**src/rtl/core/mfr_pkg.sv**
```systemverilog
// Shared types and constants for the Manchester frame receiver.
`default_nettype none

package mfr_pkg;

    localparam logic [7:0]  MSG_BYTES       = 8'd64;
    localparam logic [4:0]  HALVES_PER_BYTE = 5'd20;
    localparam logic [15:0] IDLE_LIMIT_RST  = 16'd40;

    localparam int unsigned ERR_START = 0;
    localparam int unsigned ERR_LOW   = 1;
    localparam int unsigned ERR_HIGH  = 2;
    localparam int unsigned ERR_STOP  = 3;

    typedef enum logic [1:0] {
        MODE_BEGIN = 2'd0,
        MODE_START = 2'd1,
        MODE_TICK  = 2'd2
    } mode_t;

    typedef struct packed {
        logic       byte_valid;
        logic [7:0] byte_value;
        logic [7:0] byte_index;
        logic       message_done;
        logic [7:0] message_length;
        logic [3:0] error_flags;
        logic       start_armed;
    } result_t;

endpackage

`default_nettype wire

```
**src/rtl/core/mfr_decode.sv**
```systemverilog
// Receiver state and the single-pass per-sample decode step.
`default_nettype none

module mfr_decode
    import mfr_pkg::*;
(
    input  wire logic        clk,
    input  wire logic        rst_n,
    input  wire logic        step,
    input  wire logic [1:0]  mode,
    input  wire logic        line_level,
    input  wire logic        cfg_we,
    input  wire logic [15:0] cfg_data,
    output result_t          res
);

    logic [4:0]  half_count_reg, half_count_next;
    logic        start_half_reg, start_half_next;
    logic        first_half_reg, first_half_next;
    logic        stop_half_reg, stop_half_next;
    logic [7:0]  shift_byte_reg, shift_byte_next;
    logic [3:0]  byte_errors_reg, byte_errors_next;
    logic [7:0]  msg_ptr_reg, msg_ptr_next;
    logic [15:0] idle_count_reg, idle_count_next;
    logic        prev_level_reg, prev_level_next;
    logic        armed_reg, armed_next;
    logic [15:0] idle_limit_reg;

    logic [4:0]  h;
    logic [4:0]  h_off;
    logic [2:0]  pos;
    logic [3:0]  errs;
    logic [7:0]  ptr;

    assign h     = half_count_reg;
    assign h_off = h - 5'd2;
    assign pos   = h_off[3:1];

    always_comb
    begin
        half_count_next  = half_count_reg;
        start_half_next  = start_half_reg;
        first_half_next  = first_half_reg;
        stop_half_next   = stop_half_reg;
        shift_byte_next  = shift_byte_reg;
        byte_errors_next = byte_errors_reg;
        msg_ptr_next     = msg_ptr_reg;
        idle_count_next  = idle_count_reg;
        prev_level_next  = prev_level_reg;
        armed_next       = armed_reg;
        errs             = byte_errors_reg;
        ptr              = msg_ptr_reg;
        res              = '0;

        case (mode)
            MODE_BEGIN:
            begin
                idle_count_next = '0;
                msg_ptr_next    = '0;
            end
            MODE_START:
            begin
                start_half_next  = line_level;
                half_count_next  = 5'd1;
                byte_errors_next = '0;
                armed_next       = 1'b0;
            end
            MODE_TICK:
            begin
                if (h < HALVES_PER_BYTE)
                begin
                    if (h == 5'd1)
                    begin
                        if (start_half_reg | line_level)
                        begin
                            errs            = '0;
                            errs[ERR_START] = 1'b1;
                        end
                    end
                    else if ((h inside {[5'd2:5'd17]}) && !h[0])
                    begin
                        first_half_next = line_level;
                    end
                    else if (h inside {[5'd3:5'd17]})
                    begin
                        if (!first_half_reg && !line_level)
                            errs[ERR_LOW] = 1'b1;
                        else if (first_half_reg && line_level)
                            errs[ERR_HIGH] = 1'b1;
                        shift_byte_next[pos] = !first_half_reg && line_level;
                    end
                    else if (h == 5'd18)
                    begin
                        stop_half_next = line_level;
                    end
                    else if (h == 5'd19)
                    begin
                        if (!(stop_half_reg & line_level))
                            errs[ERR_STOP] = 1'b1;
                        if (errs == 4'd0)
                        begin
                            if (msg_ptr_reg != 8'd0 && msg_ptr_reg < MSG_BYTES)
                            begin
                                res.byte_valid = 1'b1;
                                res.byte_value = shift_byte_reg;
                                res.byte_index = msg_ptr_reg - 8'd1;
                            end
                            shift_byte_next = '0;
                            if (msg_ptr_reg != 8'hFF)
                                ptr = msg_ptr_reg + 8'd1;
                        end
                        armed_next = 1'b1;
                    end
                    half_count_next = h + 5'd1;
                end

                if (line_level == prev_level_reg)
                begin
                    if (idle_count_reg != 16'hFFFF)
                        idle_count_next = idle_count_reg + 16'd1;
                end
                else
                begin
                    idle_count_next = '0;
                end
                prev_level_next = line_level;

                if (idle_count_next > idle_limit_reg)
                begin
                    half_count_next = '0;
                    if (errs != 4'd0)
                        ptr = '0;
                    armed_next = 1'b0;
                    res.message_done = 1'b1;
                    res.message_length = (ptr != 8'd0) ? ptr - 8'd1 : 8'd0;
                end
                byte_errors_next = errs;
                msg_ptr_next     = ptr;
            end
            default:
            begin
            end
        endcase

        res.error_flags = byte_errors_next;
        res.start_armed = armed_next;
    end

    always_ff @(posedge clk or negedge rst_n)
    begin
        if (!rst_n)
        begin
            half_count_reg  <= '0;
            start_half_reg  <= 1'b0;
            first_half_reg  <= 1'b0;
            stop_half_reg   <= 1'b0;
            shift_byte_reg  <= '0;
            byte_errors_reg <= '0;
            msg_ptr_reg     <= '0;
            idle_count_reg  <= '0;
            prev_level_reg  <= 1'b0;
            armed_reg       <= 1'b1;
        end
        else if (step)
        begin
            half_count_reg  <= half_count_next;
            start_half_reg  <= start_half_next;
            first_half_reg  <= first_half_next;
            stop_half_reg   <= stop_half_next;
            shift_byte_reg  <= shift_byte_next;
            byte_errors_reg <= byte_errors_next;
            msg_ptr_reg     <= msg_ptr_next;
            idle_count_reg  <= idle_count_next;
            prev_level_reg  <= prev_level_next;
            armed_reg       <= armed_next;
        end
    end

    always_ff @(posedge clk or negedge rst_n)
    begin
        if (!rst_n)
            idle_limit_reg <= IDLE_LIMIT_RST;
        else if (cfg_we)
            idle_limit_reg <= cfg_data;
    end

    a_half_count_range: assert property (@(posedge clk) disable iff (!rst_n)
        half_count_reg <= HALVES_PER_BYTE)
        else $error("half count out of range");

    a_ptr_advance: assert property (@(posedge clk) disable iff (!rst_n)
        (step && res.byte_valid) |=> msg_ptr_reg == $past(msg_ptr_reg) + 8'd1)
        else $error("pointer did not advance after an emitted byte");

    a_timeout_clears: assert property (@(posedge clk) disable iff (!rst_n)
        (step && res.message_done) |=> (half_count_reg == 5'd0) && !armed_reg)
        else $error("timeout did not reset the byte framer");

    a_start_clears: assert property (@(posedge clk) disable iff (!rst_n)
        (step && mode == MODE_START) |=>
            (half_count_reg == 5'd1) && (byte_errors_reg == 4'd0))
        else $error("start sample did not restart the byte");

endmodule

`default_nettype wire

```
**src/rtl/core/mfr_out_reg.sv**
```systemverilog
// Result register holding one finished item until the consumer takes it.
`default_nettype none

module mfr_out_reg
    import mfr_pkg::*;
(
    input  wire logic    clk,
    input  wire logic    rst_n,
    input  wire logic    load,
    input  wire result_t res_in,
    input  wire logic    out_ready,
    output logic         out_valid,
    output result_t      res_out
);

    logic    valid_reg, valid_next;
    result_t data_reg;

    always_comb
    begin
        valid_next = valid_reg;
        if (load)
            valid_next = 1'b1;
        else if (out_ready)
            valid_next = 1'b0;
    end

    always_ff @(posedge clk or negedge rst_n)
    begin
        if (!rst_n)
            valid_reg <= 1'b0;
        else
            valid_reg <= valid_next;
    end

    always_ff @(posedge clk)
    begin
        if (load)
            data_reg <= res_in;
    end

    assign out_valid = valid_reg;
    assign res_out   = data_reg;

endmodule

`default_nettype wire

```
**src/rtl/core/manchester_frame_receiver.sv**
```systemverilog
// Top level of the Manchester frame receiver: input register, decode step, result register.
//
// Takes one line-sample item per clock as long as results are taken. The item
// is captured in an input register at acceptance; when it advances, it is
// decoded and applied to the receiver state in one pass, and its result is
// loaded into the output register at the same edge and held until taken.
// Throughput is one item per cycle as long as results are taken; a stalled
// result blocks only once both registers are full. idle_limit is written
// through the cfg port (reset 40); the user must write it only while the
// receiver is idle, which the block itself does not enforce.
`default_nettype none

module manchester_frame_receiver
    import mfr_pkg::*;
(
    input  wire logic        clk,
    input  wire logic        rst_n,
    input  wire logic        in_valid,
    output logic             in_ready,
    input  wire logic [1:0]  mode,
    input  wire logic        line_level,
    output logic             out_valid,
    input  wire logic        out_ready,
    output logic             byte_valid,
    output logic [7:0]       byte_value,
    output logic [7:0]       byte_index,
    output logic             message_done,
    output logic [7:0]       message_length,
    output logic [3:0]       error_flags,
    output logic             start_armed,
    input  wire logic        cfg_valid,
    output logic             cfg_ready,
    input  wire logic [15:0] cfg_data
);

    logic       s1_valid_reg, s1_valid_next;
    logic [1:0] s1_mode_reg;
    logic       s1_level_reg;
    logic       advance;
    logic       in_take;
    result_t    res_step;
    result_t    res_held;

    assign advance   = s1_valid_reg && (!out_valid || out_ready);
    assign in_ready  = !s1_valid_reg || advance;
    assign in_take   = in_valid && in_ready;
    assign cfg_ready = 1'b1;

    always_comb
    begin
        s1_valid_next = s1_valid_reg;
        if (in_take)
            s1_valid_next = 1'b1;
        else if (advance)
            s1_valid_next = 1'b0;
    end

    always_ff @(posedge clk or negedge rst_n)
    begin
        if (!rst_n)
            s1_valid_reg <= 1'b0;
        else
            s1_valid_reg <= s1_valid_next;
    end

    always_ff @(posedge clk)
    begin
        if (in_take)
        begin
            s1_mode_reg  <= mode;
            s1_level_reg <= line_level;
        end
    end

    mfr_decode u_decode (
        .clk        (clk),
        .rst_n      (rst_n),
        .step       (advance),
        .mode       (s1_mode_reg),
        .line_level (s1_level_reg),
        .cfg_we     (cfg_valid && cfg_ready),
        .cfg_data   (cfg_data),
        .res        (res_step)
    );

    mfr_out_reg u_out_reg (
        .clk       (clk),
        .rst_n     (rst_n),
        .load      (advance),
        .res_in    (res_step),
        .out_ready (out_ready),
        .out_valid (out_valid),
        .res_out   (res_held)
    );

    assign byte_valid     = res_held.byte_valid;
    assign byte_value     = res_held.byte_value;
    assign byte_index     = res_held.byte_index;
    assign message_done   = res_held.message_done;
    assign message_length = res_held.message_length;
    assign error_flags    = res_held.error_flags;
    assign start_armed    = res_held.start_armed;

endmodule

`default_nettype wire
```
**config.mk**
```make
export PLATFORM = sky130hd
export DESIGN_NAME = manchester_frame_receiver
export DESIGN_NICKNAME = d
export VERILOG_FILES = /design/src/rtl/core/mfr_pkg.sv /design/src/rtl/core/mfr_decode.sv /design/src/rtl/core/mfr_out_reg.sv /design/src/rtl/core/manchester_frame_receiver.sv
export SDC_FILE = /design/constraint.sdc
export NUM_CORES = 1
export LEC_CHECK = 0
export BUFFER_PORTS_ARGS = -buffer_cell sky130_fd_sc_hd__buf_2
export CORE_MARGIN = 2
export CORE_UTILIZATION = 54
export CTS_CLUSTER_DIAMETER = 80
export DETAILED_ROUTE_END_ITERATION = 8
export PLACE_DENSITY_LB_ADDON = 0.08
export SETUP_SLACK_MARGIN = 0.15
export SLEW_MARGIN = 25
export SYNTH_ARGS = -nofsm -noshare
export SYNTH_HDL_FRONTEND = slang
export SYNTH_SLANG_ARGS = --single-unit
```
**constraint.sdc**
```tcl
create_clock -name clk -period 3.8 [get_ports clk]
set_input_delay 0.38 -clock clk [delete_from_list [all_inputs] [get_ports clk]]
set_output_delay 0.38 -clock clk [all_outputs]
set_load 0.005 [all_outputs]
```
Word-level counts from Yosys, hierarchy flattened
Cells that the tools add are included.
{"block": "word_totals", "register_bits": 98, "output_inout_bits": 34}
{"block": "classes", "add_sub_neg": 6, "n_lt_le_gt_ge": 8, "n_eq_ne": 10, "n_mux": 64, "bitwise_logic": 10, "n_reduce_logical": 38}
{"operator": "2-to-1 mux 8 bit", "n": 17}
{"operator": "2-to-1 mux 16 bit", "n": 3}
{"operator": "case mux 16 bit (2 select lines)", "n": 1}
{"operator": "2-to-1 mux 1 bit", "n": 27}
{"operator": "2-to-1 mux 17 bit", "n": 1}
{"operator": "adder 16 x 1 -> 16 bit, second input constant", "n": 1}
{"operator": "greater-than comparator 16 bit", "n": 1}
{"operator": "inequality test 16 bit, second input constant", "n": 1}
{"operator": "case mux 8 bit (2 select lines)", "n": 1}
{"operator": "nonzero test 8 bit", "n": 2}
{"operator": "subtractor 8 x 1 -> 8 bit, second input constant", "n": 2}
{"operator": "2-to-1 mux 4 bit", "n": 3}
{"operator": "nonzero test 2 bit", "n": 6}
{"operator": "equality test 5 bit, second input constant", "n": 2}
{"operator": ">= comparator 5 x 2 -> 1 bit, second input constant", "n": 2}
{"operator": "logical AND 1 bit", "n": 10}
{"operator": "2-to-1 mux 5 bit", "n": 2}
{"operator": "case mux 5 bit (2 select lines)", "n": 1}
{"operator": "2-to-1 mux 9 bit", "n": 1}
{"operator": "OR reduction 9 bit", "n": 1}
{"operator": "adder 8 x 1 -> 8 bit, second input constant", "n": 1}
{"operator": "bitwise mux 8 bit", "n": 1}
{"operator": "less-than comparator 8 x 7 -> 1 bit, second input constant", "n": 1}
{"operator": "inequality test 8 bit, second input constant", "n": 1}
{"operator": "31 further kinds", "n": 47}

Logic depth before layout (Yosys ltp)
{"block": "logic_depth", "depth_word": 23, "depth_mapped": 18, "ltp_nobuf": 16}

Hierarchy
From an unflattened synthesis, not the netlist that was laid out.
{"block": "hier_totals", "hier_cells": 605, "area_unflattened_um2": 5761.8}
{"mod": "mfr_decode", "instances": 1, "cells_per_inst": 560, "area_per_inst_um2": 4621.9, "seq_area_each_um2": 1555.2}
{"mod": "mfr_out_reg", "instances": 1, "cells_per_inst": 34, "area_per_inst_um2": 967.2, "seq_area_each_um2": 955.9}
{"mod": "manchester_frame_receiver", "instances": 1, "cells_per_inst": 11, "area_per_inst_um2": 172.7, "seq_area_each_um2": 115.1}

Worst setup path after synthesis
Ideal clock, no wire load.
{"block": "synth_timing", "path_kind": "reg2reg", "start": "reg u_decode.idle_count_reg[0]", "end": "reg u_out_reg.data_reg, in the netlist u_out_reg.res_out[12] (data pin)", "arrival_time_ns": 3.636, "t_required_ns": 3.650, "setup_slack_ns": 0.014, "path_stages_with_launch": 19, "path_buffers": 2, "period_less_slack_ns": 3.786, "cell_sequence": "dfrtp_1 > ha_1 > and3_1 > nand4_1 > or2_2 > clkbuf_1 > and3_1 > clkbuf_1 > nand3_1 > xor2_1 > nor2_1 > ha_1 > nand4_1 > or3_1 > a21oi_1 > nor3_1 > a211oi_1 > o211ai_4 > nor3_2"}
{"block": "synth_between", "elab_chain_len": 6, "elab_cells_between_ends": 7, "cone_classes": "1 x add/sub; 1 x order compare; 1 x eq/ne; 3 x mux; 1 x reduce/logical"}
{"element": "start, declared", "line_no": "mfr_decode.sv:24", "source": "logic [15:0] idle_count_reg, idle_count_next;"}
{"element": "start signal, assigned", "line_no": "mfr_decode.sv:173", "source": "idle_count_reg <= idle_count_next;"}
{"element": "adder 16 x 1 -> 16 bit or inequality test 16 bit (tied branches)", "line_no": "mfr_decode.sv:120, mfr_decode.sv:119"}
{"element": "2-to-1 mux 16 bit (*)", "line_no": "mfr_decode.sv:119", "source": "if (idle_count_reg != 16'hFFFF)"}
{"element": "2-to-1 mux 16 bit (*)", "line_no": "mfr_decode.sv:117", "source": "if (line_level == prev_level_reg)"}
{"element": "2-to-1 mux 16 bit (*)", "line_no": "mfr_decode.sv:55", "source": "case (mode)"}
{"element": "greater-than comparator 16 bit (*)", "line_no": "mfr_decode.sv:128", "source": "if (idle_count_next > idle_limit_reg)"}
{"element": "AND reduction 3 bit (no line) (*)"}
{"element": "end signal, assigned", "line_no": "mfr_out_reg.sv:39", "source": "data_reg <= res_in;"}
{"element": "end, declared", "line_no": "mfr_out_reg.sv:17", "source": "result_t data_reg;"}
Mark *: on every way between the ends. The rest lies on a longest branch, timed or not. The select of a mux whose other input is x is not followed.
A chain may end at the register's enable or synchronous reset.

==> impl_metrics.yaml <==
synth:
  ys_warn_count: 0
  seq_area_frac_synth_pct: 44.3
  ys_ff_latch: 98
  synth.area.top_cells: "dfrtp_1, edfxtp_1, ha_1"
  synthCells: 603
  syn-cell-area_um2: 5930
  ys.flop_type: "dfrtp_1"
  ys_top_cells_by_count: "dfrtp_1, nand2_1, o21ai_0"
  syn_nets: 658
  async_flop_share_pct: 65.3
  synth_edf_count: 34
  yosys.area.top_type_share_pct: 25.7
  avgSynthCellArea_um2: 9.84
  synth_top_area_cell: "dfrtp_1"
  synth.distinct_cells: 74
critical_path:
  cp_slowest_cell: "or3_4"
  crit_path_end: "u_out_reg.res_out[0]$_DFFE_PP_"
  reg2reg_from: "u_decode.idle_count_reg[0]$_DFFE_PN0P_"
  ff2ff_path_depth: 16
  cp.arrival_ps: 3780
  worstSetupPathType: "flip-flop to flip-flop"
  max_stage_delay_ps: 400
  cp.buffers_inverters: 2
  cp_data_required_time_ps: 4030
  cp_max_fo: 5
  crit_path_end_kind: "flip-flop"
  reg2reg_to: "u_out_reg.res_out[0]$_DFFE_PP_"
  ff2ff_setup_slack_ps: 240
  cp_num_cells: 16
  critPathTopFamily: "simple AND/OR/NAND/NOR gates"
  path_cells: "ha_2 > and3_4 > nand4_1 > or2_4 > and3_4 > buf_4 > xnor2_1 > nor2_1 > ha_1 > nand4_1 > or3_4 > or2_4 > o31ai_2 > o211ai_1 > buf_4 > a21oi_1"
  startpoint: "u_decode.idle_count_reg[0]$_DFFE_PN0P_"
  crit_path_start_kind: "flip-flop"
job:
  cap_violations: 0
floorplanning:
  dieArea_um2: 11800
  core-area_um2: 10800
  row_count: 38
  floorplan.initialDensity_pct: 55.0
  die_h_um: 109
  io_pins: 58
  die_w_um: 109
clock_network:
  worstSkewPairLatency_ps: 380
  clock_sinks: 98
  root_buffer: "clkbuf_8"
  htreeDepth: 3
  clk_pin_slew_ps: 90
  tritoncts: "yes"
  cts_buffer_depth: 2
  cts_buffers: 9
timing:
  fin_skew_ps: 10.8
  fmax_mhz: 281
  period_needed_ps: 3560
  min_period_over_period_pct: 93.6
  finalSetupTns_ps: 0
  finalSetupViolCount: 0
  slew_headroom_pct: 39.8
  hold_violations: 0
  maxSlewViolCount: 0
  worst_pin_slew_ps: 904
  rsz0062_at_grt: "false"
final_layout:
  fin_cells: 823
  largest_reg_flops: 31
  syn2layout_area_growth_pct: 14.9
  final_nets: 733
  num_antenna_cells: 0
  drive_gt1_share_pct: 25.0
routing:
  vias_per_cell: 5.81
  wl_per_cell_um: 16.0
  drcViolationCount: 0
  detail-route-antenna-nets: 0
  wl_um: 13200
  drtPass1Iterations: 5
  route.vias.total: 4778
  drt_iter0_drc: 237
global_routing:
  antenna_found_initial: 0
  busiest_layer: "met2"
  grt_pass1_wl_um: 22300
  gr-total-overflow: 0
  met1_usage_pct: 31.3
  grt_usage_pct: 23.9
  grt_max_degree: 41
  grt_use_met2_pct: 40.9
  grt_pass1_vias: 4667
  met3_usage_pct: 2.39
status:
  outcome: "finished clean"
place:
  finalWeightedCongestion: 0.886
  hpwl_um: 9590
  io_buffer_count: 56
  dp_cells: 792
power:
  peakVddDrop_mv: 0.197
  power.density_nw_per_um2: 378
  p_leak_nw: 3.04
hold_path:
  hp-class: "primary input to asynchronous set/reset pin"
layout make-up:
class | instances | area (µm²)
tap | 140 | 175
clock inverter | 3 | 18.8
sequential | 98 | 2630
inverter | 31 | 116
multi-input combinational | 443 | 3130
fill | 909 | 3970
clock buffer | 13 | 181
timing repair buffer | 95 | 573
cells in the final DEF (no fill, tap or decap), drive strengths merged, types with 9 or more instances in the layout:
cell type,n
a21oi,30
a22o,14
a31oi,10
and2,16
and3,16
buf,95
clkbuf,13
dfrtp,61
edfxtp,34
ha,31
inv,31
nand2,61
nand3,19
nand4,15
nor2,40
o21ai,58
xnor2,17
xor2,9
stage by stage:
step | power (mW) | instance area [µm²] | util, % | setup slack (ps) | hold WS, ps
finish | 2.58 | 6820 | 63.2 | 244 | 123
global route | 2.72 | 6820 | 63.2 | 124 | 173
CTS | 2.57 | 6660 | 61.7 | 173 | 151
detailed placement | 1.88 | 6420 | 59.5 | 50.1 | 487
global placement | 1.86 | 6420 | 59.5 | 175 | 485
floorplan | 1.69 | 5960 | - | 154 | 84.4
report_power, final:
| group | leakage (nW) | total (mW) | switching (mW) | internal (mW) |
|---|---|---|---|---|
| clock network | 0.104 | 0.685 | 0.367 | 0.318 |
| logic | 1.76 | 0.675 | 0.416 | 0.259 |
| registers | 1.17 | 1.22 | 0.0438 | 1.18 |
| total | 3.04 | 2.58 | 0.827 | 1.75 |
cell families after synthesis:
group,count (synthesis),synth area share (%)
muxes,9,1.62
xor gates and xnor gates,26,3.96
adders and majority gates,31,6.54
other,2,0.127
DFF,98,44.3
AOI/OAI and AO/OA,161,18.7
and+or+nand+nor,214,20.2
buffers and inverters,62,4.64
worst min path at each step:
| stage | startpoint | to | slack, ps | cells past startpoint |
|---|---|---|---|---|
| 5_1_grt | mode[1] | s1_mode_reg[1]$_DFFE_PP_ | 170 | 1 |
| 4_1_cts | rst_n | u_decode.idle_limit_reg[13]$_DFFE_PN0P_ | 150 | 1 |
| 3_3_place_gp | u_decode.shift_byte_reg[1]$_DFFE_PN0P_ | u_decode.shift_byte_reg[1]$_DFFE_PN0P_ | 480 | 2 |
| 3_5_place_dp | u_decode.shift_byte_reg[7]$_DFFE_PN0P_ | u_decode.shift_byte_reg[7]$_DFFE_PN0P_ | 490 | 2 |
| 6_report | rst_n | u_decode.idle_limit_reg[13]$_DFFE_PN0P_ | 120 | 1 |
| 2_1_floorplan | rst_n | s1_valid_reg$_DFFE_PN0P_ | 80 | 0 |
metal layers:
layer,routed length [µm],vias up
met4,301,0
met2,6590,119
li1,-,2342
met1,5820,2296
met3,449,21
met5,0,-
repair_timing:
| action | CTS | global route |
|---|---|---|
| hold buffers | 0 | 0 |
| setup endpoints to repair | 19 | 23 |
| gates resized for setup | 1 | 26 |
| setup buffers | 5 | 10 |
| pin swaps | 5 | 14 |
No activity file was read; power rests on OpenSTA's default activity.
